<file path="src/rtl/bbc_pkg.sv">
// Shared command codes, status codes and controller/datapath interface types.
package bbc_pkg;

    // Widths fixed by the request and result formats.
    localparam int CMD_W    = 2;
    localparam int LEN_W    = 32;
    localparam int STATUS_W = 3;

    // Command codes.
    localparam logic [CMD_W-1:0] CMD_ADD    = 2'd0;
    localparam logic [CMD_W-1:0] CMD_REMOVE = 2'd1;
    localparam logic [CMD_W-1:0] CMD_CHECK  = 2'd2;
    localparam logic [CMD_W-1:0] CMD_NONE   = 2'd3;

    // Result status codes.
    localparam logic [STATUS_W-1:0] ST_OK           = 3'd0;
    localparam logic [STATUS_W-1:0] ST_OUT_OF_RANGE = 3'd1;
    localparam logic [STATUS_W-1:0] ST_UNKNOWN      = 3'd2;
    localparam logic [STATUS_W-1:0] ST_FULL         = 3'd3;
    localparam logic [STATUS_W-1:0] ST_EXISTS       = 3'd4;
    localparam logic [STATUS_W-1:0] ST_NOT_FOUND    = 3'd5;

    // Commands from the controller to the datapath.
    typedef struct packed {
        logic                load;
        logic                idx_inc;
        logic                append;
        logic                shift_wr;
        logic                cnt_dec;
        logic                hold_end;
        logic                res_load;
        logic [STATUS_W-1:0] res_status;
        logic                res_over;
    } bbc_cmd_t;

    // Status from the datapath to the controller.
    typedef struct packed {
        logic [CMD_W-1:0] command;
        logic             at_end;
        logic             full;
        logic             contains;
        logic             begin_eq;
        logic             over_flag;
    } bbc_stat_t;

endpackage

</file>
<file path="src/rtl/bbc_datapath.sv">
// Region table memory, scan index, entry compares and result registers.
module bbc_datapath #(
    parameter int TABLE_ENTRIES = 16,
    parameter int ADDRESS_BITS  = 48
) (
    input  logic                             clk,
    input  logic                             rst_n,
    input  logic [bbc_pkg::CMD_W-1:0]        in_command,
    input  logic [ADDRESS_BITS-1:0]          in_address,
    input  logic [bbc_pkg::LEN_W-1:0]        in_length,
    input  bbc_pkg::bbc_cmd_t                cmd,
    output bbc_pkg::bbc_stat_t               stat,
    output logic [bbc_pkg::STATUS_W-1:0]     res_status,
    output logic [bbc_pkg::LEN_W-1:0]        res_overshoot
);
    import bbc_pkg::*;

    localparam int IW = (TABLE_ENTRIES > 1) ? $clog2(TABLE_ENTRIES) : 1;
    localparam int CW = $clog2(TABLE_ENTRIES + 1);
    localparam int EW = ADDRESS_BITS + 1;

    // Table storage; only entries below the fill count are ever compared.
    logic [ADDRESS_BITS-1:0] mem_begin [TABLE_ENTRIES];
    logic [EW-1:0]           mem_end   [TABLE_ENTRIES];

    logic [CMD_W-1:0]        command_reg;
    logic [ADDRESS_BITS-1:0] addr_reg;
    logic [EW-1:0]           last_reg;
    logic [EW-1:0]           end_reg;
    logic [ADDRESS_BITS-1:0] rd_begin_reg;
    logic [EW-1:0]           rd_end_reg;
    logic [CW-1:0]           idx_reg;
    logic [CW-1:0]           idx_next;
    logic [CW-1:0]           count_reg;
    logic [CW-1:0]           idx_prev;
    logic [STATUS_W-1:0]     status_reg;
    logic [LEN_W-1:0]        over_reg;
    logic [IW-1:0]           rd_addr;
    logic [IW-1:0]           wr_addr;
    logic                    wr_en;
    logic [ADDRESS_BITS-1:0] wr_begin;
    logic [EW-1:0]           wr_end;
    logic [EW-1:0]           diff;

    // The read port looks one step ahead so the entry at idx_reg is ready.
    assign idx_next = cmd.load    ? '0 :
                      cmd.idx_inc ? idx_reg + CW'(1) : idx_reg;
    assign rd_addr  = (idx_next < CW'(TABLE_ENTRIES)) ? idx_next[IW-1:0] : '0;
    assign idx_prev = idx_reg - CW'(1);

    // Write port: append at the fill count, or move an entry down one slot.
    assign wr_en    = cmd.append | cmd.shift_wr;
    assign wr_addr  = cmd.append ? count_reg[IW-1:0] : idx_prev[IW-1:0];
    assign wr_begin = cmd.append ? addr_reg : rd_begin_reg;
    assign wr_end   = cmd.append ? last_reg : rd_end_reg;

    always_ff @(posedge clk)
    begin
        if (wr_en)
        begin
            mem_begin[wr_addr] <= wr_begin;
            mem_end[wr_addr]   <= wr_end;
        end
        rd_begin_reg <= mem_begin[rd_addr];
        rd_end_reg   <= mem_end[rd_addr];
    end

    // Request capture, end address of the request, and the matched region end.
    always_ff @(posedge clk)
    begin
        if (cmd.load)
        begin
            command_reg <= in_command;
            addr_reg    <= in_address;
            last_reg    <= EW'(in_address) + EW'(in_length);
        end
        if (cmd.hold_end)
        begin
            end_reg <= rd_end_reg;
        end
    end

    // Scan index and fill count.
    always_ff @(posedge clk or negedge rst_n)
    begin
        if (!rst_n)
        begin
            idx_reg   <= '0;
            count_reg <= '0;
        end
        else
        begin
            idx_reg <= idx_next;
            if (cmd.append)
            begin
                count_reg <= count_reg + CW'(1);
            end
            else if (cmd.cnt_dec)
            begin
                count_reg <= count_reg - CW'(1);
            end
        end
    end

    // Overshoot past the matched region end.
    assign diff = last_reg - end_reg;

    // Result registers.
    always_ff @(posedge clk)
    begin
        if (cmd.res_load)
        begin
            status_reg <= cmd.res_status;
            over_reg   <= cmd.res_over ? diff[LEN_W-1:0] : '0;
        end
    end

    assign res_status    = status_reg;
    assign res_overshoot = over_reg;

    // Status toward the controller.
    assign stat.command   = command_reg;
    assign stat.at_end    = (idx_reg == count_reg);
    assign stat.full      = (count_reg == CW'(TABLE_ENTRIES));
    assign stat.contains  = (rd_begin_reg <= addr_reg) && (rd_end_reg >= EW'(addr_reg));
    assign stat.begin_eq  = (rd_begin_reg == addr_reg);
    assign stat.over_flag = (last_reg > end_reg);

endmodule

</file>
<file path="src/rtl/bbc_ctrl.sv">
// Sequencing state machine for add, remove and check requests.
module bbc_ctrl (
    input  logic                clk,
    input  logic                rst_n,
    input  logic                s_valid,
    output logic                s_ready,
    output logic                m_valid,
    input  logic                m_ready,
    input  bbc_pkg::bbc_stat_t  stat,
    output bbc_pkg::bbc_cmd_t   cmd
);
    import bbc_pkg::*;

    localparam logic [1:0] S_IDLE  = 2'd0;
    localparam logic [1:0] S_SCAN  = 2'd1;
    localparam logic [1:0] S_SHIFT = 2'd2;
    localparam logic [1:0] S_EVAL  = 2'd3;

    logic [1:0] state_reg;
    logic [1:0] state_next;
    logic       out_valid_reg;
    logic       out_free;

    // The output register can take a new result when empty or being drained.
    assign out_free = !out_valid_reg || m_ready;
    assign s_ready  = (state_reg == S_IDLE);
    assign m_valid  = out_valid_reg;

    // Next state and datapath commands.
    always_comb
    begin
        cmd        = '0;
        state_next = state_reg;
        unique case (state_reg)
            S_IDLE:
            begin
                if (s_valid)
                begin
                    cmd.load   = 1'b1;
                    state_next = S_SCAN;
                end
            end
            S_SCAN:
            begin
                unique case (stat.command)
                    CMD_ADD:
                    begin
                        if (stat.at_end)
                        begin
                            if (out_free)
                            begin
                                cmd.res_load   = 1'b1;
                                cmd.res_status = stat.full ? ST_FULL : ST_OK;
                                cmd.append     = !stat.full;
                                state_next     = S_IDLE;
                            end
                        end
                        else if (stat.contains)
                        begin
                            if (out_free)
                            begin
                                cmd.res_load   = 1'b1;
                                cmd.res_status = ST_EXISTS;
                                state_next     = S_IDLE;
                            end
                        end
                        else
                        begin
                            cmd.idx_inc = 1'b1;
                        end
                    end
                    CMD_REMOVE:
                    begin
                        if (stat.at_end)
                        begin
                            if (out_free)
                            begin
                                cmd.res_load   = 1'b1;
                                cmd.res_status = ST_NOT_FOUND;
                                state_next     = S_IDLE;
                            end
                        end
                        else if (stat.begin_eq)
                        begin
                            cmd.idx_inc = 1'b1;
                            state_next  = S_SHIFT;
                        end
                        else
                        begin
                            cmd.idx_inc = 1'b1;
                        end
                    end
                    CMD_CHECK:
                    begin
                        if (stat.at_end)
                        begin
                            if (out_free)
                            begin
                                cmd.res_load   = 1'b1;
                                cmd.res_status = ST_UNKNOWN;
                                state_next     = S_IDLE;
                            end
                        end
                        else if (stat.contains)
                        begin
                            cmd.hold_end = 1'b1;
                            state_next   = S_EVAL;
                        end
                        else
                        begin
                            cmd.idx_inc = 1'b1;
                        end
                    end
                    CMD_NONE:
                    begin
                        // The unused command code leaves the table alone.
                        if (out_free)
                        begin
                            cmd.res_load   = 1'b1;
                            cmd.res_status = ST_OK;
                            state_next     = S_IDLE;
                        end
                    end
                endcase
            end
            S_SHIFT:
            begin
                // Move later entries down one slot to close the gap.
                if (stat.at_end)
                begin
                    if (out_free)
                    begin
                        cmd.cnt_dec    = 1'b1;
                        cmd.res_load   = 1'b1;
                        cmd.res_status = ST_OK;
                        state_next     = S_IDLE;
                    end
                end
                else
                begin
                    cmd.shift_wr = 1'b1;
                    cmd.idx_inc  = 1'b1;
                end
            end
            S_EVAL:
            begin
                if (out_free)
                begin
                    cmd.res_load   = 1'b1;
                    cmd.res_status = stat.over_flag ? ST_OUT_OF_RANGE : ST_OK;
                    cmd.res_over   = stat.over_flag;
                    state_next     = S_IDLE;
                end
            end
            default:
            begin
                state_next = S_IDLE;
            end
        endcase
    end

    // State and output-valid registers.
    always_ff @(posedge clk or negedge rst_n)
    begin
        if (!rst_n)
        begin
            state_reg     <= S_IDLE;
            out_valid_reg <= 1'b0;
        end
        else
        begin
            state_reg <= state_next;
            if (cmd.res_load)
            begin
                out_valid_reg <= 1'b1;
            end
            else if (m_ready)
            begin
                out_valid_reg <= 1'b0;
            end
        end
    end

endmodule

</file>
<file path="src/rtl/buffer_bounds_checker_core.sv">
// Top level of the buffer bounds checker: region table with add, remove and check.
//
//  Channel | Direction | tdata (low bit up)          | tuser
//  s_axis  | in        | address, length, zero fill  | command
//  m_axis  | out       | overshoot                   | status
//
// Add, remove and check requests scan the table one entry per cycle from the lowest slot.
// A check stops at the first region that holds the address; the unused code does not scan.
// Reset clears the fill count and control state; the table needs no clear.
// A result waits in the output register; a stalled output holds a request at its final step.
module buffer_bounds_checker_core #(
    parameter int TABLE_ENTRIES = 16,
    parameter int ADDRESS_BITS  = 48
) (
    input  logic                                         clk,
    input  logic                                         rst_n,
    input  logic                                         s_axis_tvalid,
    output logic                                         s_axis_tready,
    // address, length
    input  logic [((ADDRESS_BITS+bbc_pkg::LEN_W+7)/8)*8-1:0] s_axis_tdata,
    // command
    input  logic [bbc_pkg::CMD_W-1:0]                    s_axis_tuser,
    output logic                                         m_axis_tvalid,
    input  logic                                         m_axis_tready,
    // overshoot
    output logic [bbc_pkg::LEN_W-1:0]                    m_axis_tdata,
    // status
    output logic [bbc_pkg::STATUS_W-1:0]                 m_axis_tuser
);
    import bbc_pkg::*;

    bbc_cmd_t                dp_cmd;
    bbc_stat_t               dp_stat;
    logic [ADDRESS_BITS-1:0] in_address;
    logic [LEN_W-1:0]        in_length;

    // Unpack the request payload.
    assign in_address = s_axis_tdata[ADDRESS_BITS-1:0];
    assign in_length  = s_axis_tdata[ADDRESS_BITS+LEN_W-1:ADDRESS_BITS];

    bbc_ctrl u_ctrl (
        .clk     (clk),
        .rst_n   (rst_n),
        .s_valid (s_axis_tvalid),
        .s_ready (s_axis_tready),
        .m_valid (m_axis_tvalid),
        .m_ready (m_axis_tready),
        .stat    (dp_stat),
        .cmd     (dp_cmd)
    );

    bbc_datapath #(
        .TABLE_ENTRIES (TABLE_ENTRIES),
        .ADDRESS_BITS  (ADDRESS_BITS)
    ) u_datapath (
        .clk           (clk),
        .rst_n         (rst_n),
        .in_command    (s_axis_tuser),
        .in_address    (in_address),
        .in_length     (in_length),
        .cmd           (dp_cmd),
        .stat          (dp_stat),
        .res_status    (m_axis_tuser),
        .res_overshoot (m_axis_tdata)
    );

    // One request at a time: the input closes right after a request.
    a_one_in_flight: assert property (@(posedge clk) disable iff (!rst_n)
        (s_axis_tvalid && s_axis_tready) |=> !s_axis_tready)
        else $error("request accepted while another is in progress");

    // Overshoot is reported only with an out-of-range status.
    a_overshoot_status: assert property (@(posedge clk) disable iff (!rst_n)
        (m_axis_tvalid && (m_axis_tuser != ST_OUT_OF_RANGE)) |-> (m_axis_tdata == '0))
        else $error("nonzero overshoot without out-of-range status");

    // A region is never appended to a full table.
    a_no_overfill: assert property (@(posedge clk) disable iff (!rst_n)
        dp_cmd.append |-> !dp_stat.full)
        else $error("append to a full region table");

endmodule

</file>
<file path="config.mk">
export PLATFORM = sky130hd
export DESIGN_NAME = buffer_bounds_checker_core
export DESIGN_NICKNAME = d
export VERILOG_FILES = /design/src/rtl/bbc_pkg.sv /design/src/rtl/bbc_datapath.sv /design/src/rtl/bbc_ctrl.sv /design/src/rtl/buffer_bounds_checker_core.sv
export SDC_FILE = /design/constraint.sdc
export NUM_CORES = 2
export LEC_CHECK = 0
export ABC_CLOCK_PERIOD_IN_PS = 12200
export BUFFER_PORTS_ARGS = -buffer_cell sky130_fd_sc_hd__buf_2
export CORE_UTILIZATION = 33
export DETAILED_ROUTE_END_ITERATION = 10
export PLACE_DENSITY_LB_ADDON = 0.25
export SYNTH_ARGS = -nofsm -noshare
export SYNTH_HDL_FRONTEND = slang
export SYNTH_SLANG_ARGS = --single-unit
export TNS_END_PERCENT = 30
</file>
<file path="constraint.sdc">
create_clock -name clk -period 12.2 [get_ports clk]
set_input_delay 1.83 -clock clk [delete_from_list [all_inputs] [get_ports clk]]
set_output_delay 1.83 -clock clk [all_outputs]
set_load 0.1 [all_outputs]
</file>
==> reports/qor.csv <==
metric,value,unit
RSZ-0062 raised after global routing,no,
synth cell count leaders,"1735 x edfxtp_1, 776 x mux2i_1, 312 x nand2_1",
Max-Cap Viols,0,
Final Wtd Congestion,0.8150,
Worst VDD drop,0.0001930,V
vias post-DR,41750,
"FF+latch count, synth",1845,
Clock Sinks,1845,
Post-Synthesis Cells,4801,
I/O Pins,123,
"Hold Vio Cnt, Final",0,
CP Launch Type,flip-flop,
Async SR Flop Fraction,0.7046,%
setup TNS,0,ns
largest cells by area after synthesis,"edfxtp_1 68%, mux2i_1 10%, mux2_2 3.2%",
Placed Instance Area,81620,sq um
post-route worst setup slack,5.159,ns
register area share after synthesis,70.53,%
final setup vio count,0,
largest net degree at the start of global routing,143,
post-synth top area share,67.58,%
worst rel slew slack,3.625,%
Antenna Nets Post-Route,0,
# rows,177,
Largest regs,"u_datapath.mem_end (784), u_datapath.mem_begin (768)",
Routed WL per cell,25.12,um
final instance area,87720,sq um
Main synth FF type,edfxtp_1,
max reg flops,784,
DPL Wire Length,114.7,mm
global route overflow,0,
TritonCTS clock tree,done,
Finished Layout Cells,8211,
"Distinct cells, synth",69,
"Clk Latency, worst-skew pair",0.85,ns
clk slew on worst S/H paths,0.06,ns
storage element area,54370,sq um
highest clock rate,142.0,MHz
Fillers,21540,
full die area,235500,sq um
CTS Buf Count,190,
Mapped Area,77090,sq um
vias in the first global route,41920,
DRC viols,0,
Util after Layout,37.76,%
Area Overhead vs Synth,13.79,%
Largest Register,u_datapath.mem_end,
Worst R2R Setup Slack,5.16,ns
Setup Skew,0.03083,ns
most frequent cell after synthesis,edfxtp_1,
initial antenna violation count,8,
status,"finished, final reports clean",
Setup Slack @ Placement,5.042,ns
dpl cells,7853,
WL final,206.3,mm
Critical Path RT,12.91,ns
Worst Path Arrival,7.75,ns
fin nets,5282,
# hold bufs at CTS,0,
pwr dens,229.8,nW/um^2
"Setup Fix Bufs, Post-CTS",0,
H-tree depth,4,
Initial Util,33.18,%
first-pass GRT wire length,297.3,mm
Die H,485.3,um
Worst Path Max Fanout,78,
cell taking the most area after synthesis,edfxtp_1,
layout cells sized above 1,15.47,%
syn_nets,5081,
number of synthesized flops with an enable pin,1735,
port bufs,122,
Crit. End Element,flip-flop,
PostCTS Resize Cnt,0,
Tot GR Track Use,17.29,%
final critical-path share of the clock period,57.71,%
First DRT Iteration DRCs,3594,
HP Class,flip-flop to flip-flop,
Final Max Slew Viols,0,
Core Region,232300,sq um
mean area per synthesized cell,16.06,sq um
Die W,485.3,um
Max Root-Sink Buffers,3,
LEAKAGE,30.86,nW
clock root buffer,clkbuf_16,
crit path kind,flip-flop to flip-flop,
vias per inst,5.085,
Ys Warns,0,
Worst-Margin Slew,1.439,ns
final worst path period need,7.041,ns
multi-input logic area,21350,sq um
first-pass detailed-route iteration total,6,
## worst max-delay path, stage by stage (launching register included)
cell and delay [ns]:
edfxtp_1 0.32, inv_1 0.11, ha_1 0.35, and4_1 0.22, nand2_1 0.11, nor3_1 0.59
nand4_1 0.55, o21ai_0 0.29, o2bb2ai_2 0.26, a32oi_2 0.73, mux2_8 0.77, buf_4 0.85
buf_4 0.88, mux2i_1 0.27, mux2i_1 0.10, a22oi_1 0.22, nand3_1 0.11
## layout make-up
class	count	share of cell area, %
multi-input combinational	2597	24.33
clock inverter	80	0.8230
antenna	3	0.008558
inverter	132	0.5649
timing repair buffer	236	1.829
tap	3043	4.341
sequential	1845	61.98
clock buffer	275	6.119
## power breakdown
group	total (mW)	switching, mW	internal (mW)
logic	5.85	3.71	2.14
registers	8.62	0.363	8.25
clock network	5.69	2.44	3.25
total	20.2	6.52	13.6
## through the flow
step,power [mW],hold slack (ns)
floorplan,12.84,0.4300
global placement,14.56,0.4457
detailed placement,14.63,0.4568
CTS,20.35,0.4603
global route,21.08,0.4772
finish,20.16,0.4643
## cells by family (layout without fill, tap and decap cells)
group | after synthesis | after routing | share of synthesized area [%]
simple gates | 689 | 689 | 4.046
other cells | 0 | 3 | 0
compound gates | 613 | 613 | 5.658
flops | 1845 | 1845 | 70.53
xor+xnor | 81 | 81 | 0.9203
mux | 1020 | 1020 | 13.64
buf+inv | 359 | 723 | 2.032
fa+ha+maj | 194 | 194 | 3.178
## layer usage
| layer | share of wire, % | track usage, % | wire length (um) |
|---|---|---|---|
| met1 | 45 | 23.51 | 93730 |
| met2 | 48 | 28.98 | 99460 |
| met3 | 4.0 | 2.157 | 8162 |
| met4 | 2.4 | 4.700 | 4868 |
| met5 | 0.018 | 0 | 37 |
## final timing paths
kind                                          start  cells after the start                       end
setup / recovery            u_datapath.addr_reg[27]                     16  u_datapath.rd_end_reg[8]
hold / removal             u_datapath.rd_end_reg[4]                      0     u_datapath.end_reg[4]
setup reg to reg            u_datapath.addr_reg[27]                     16  u_datapath.rd_end_reg[8]
hold reg to reg            u_datapath.rd_end_reg[4]                      0     u_datapath.end_reg[4]
max in group asynchronous                     rst_n                      1   u_datapath.count_reg[2]
min in group asynchronous                     rst_n                      1            u_ctrl.m_valid
## cell usage in the layout, fill, tap and decap left out, types with 18 or more instances in the layout
cell type  Yosys  layout
mux2i_1      776     776
inv_1        132     132
mux2_2       220     219
clkbuf_1      96      59
ha_1         191     191
nor2_4         0      19
o211ai_2      30      30
mux2_1        24      24
a21oi_1       84      84
buf_4          9     103
xor2_1        31      31
nand2_1      312     311
nand3_1      132     132
nor2_1       102      84
and3_1        22      22
nand2b_1      19      19
nor3_1        31      30
o211ai_1     167     167
clkbuf_16      0     193
edfxtp_1    1735    1735
a21o_1        57      57
dfxtp_1       97      97
xnor2_1       50      50
o21ai_0       95      89
clkinv_1       0      18
clkbuf_8       0      23
buf_2        106     122
clkinv_2       0      41
a22oi_1       97      97
(Power assumes the default switching activity.)
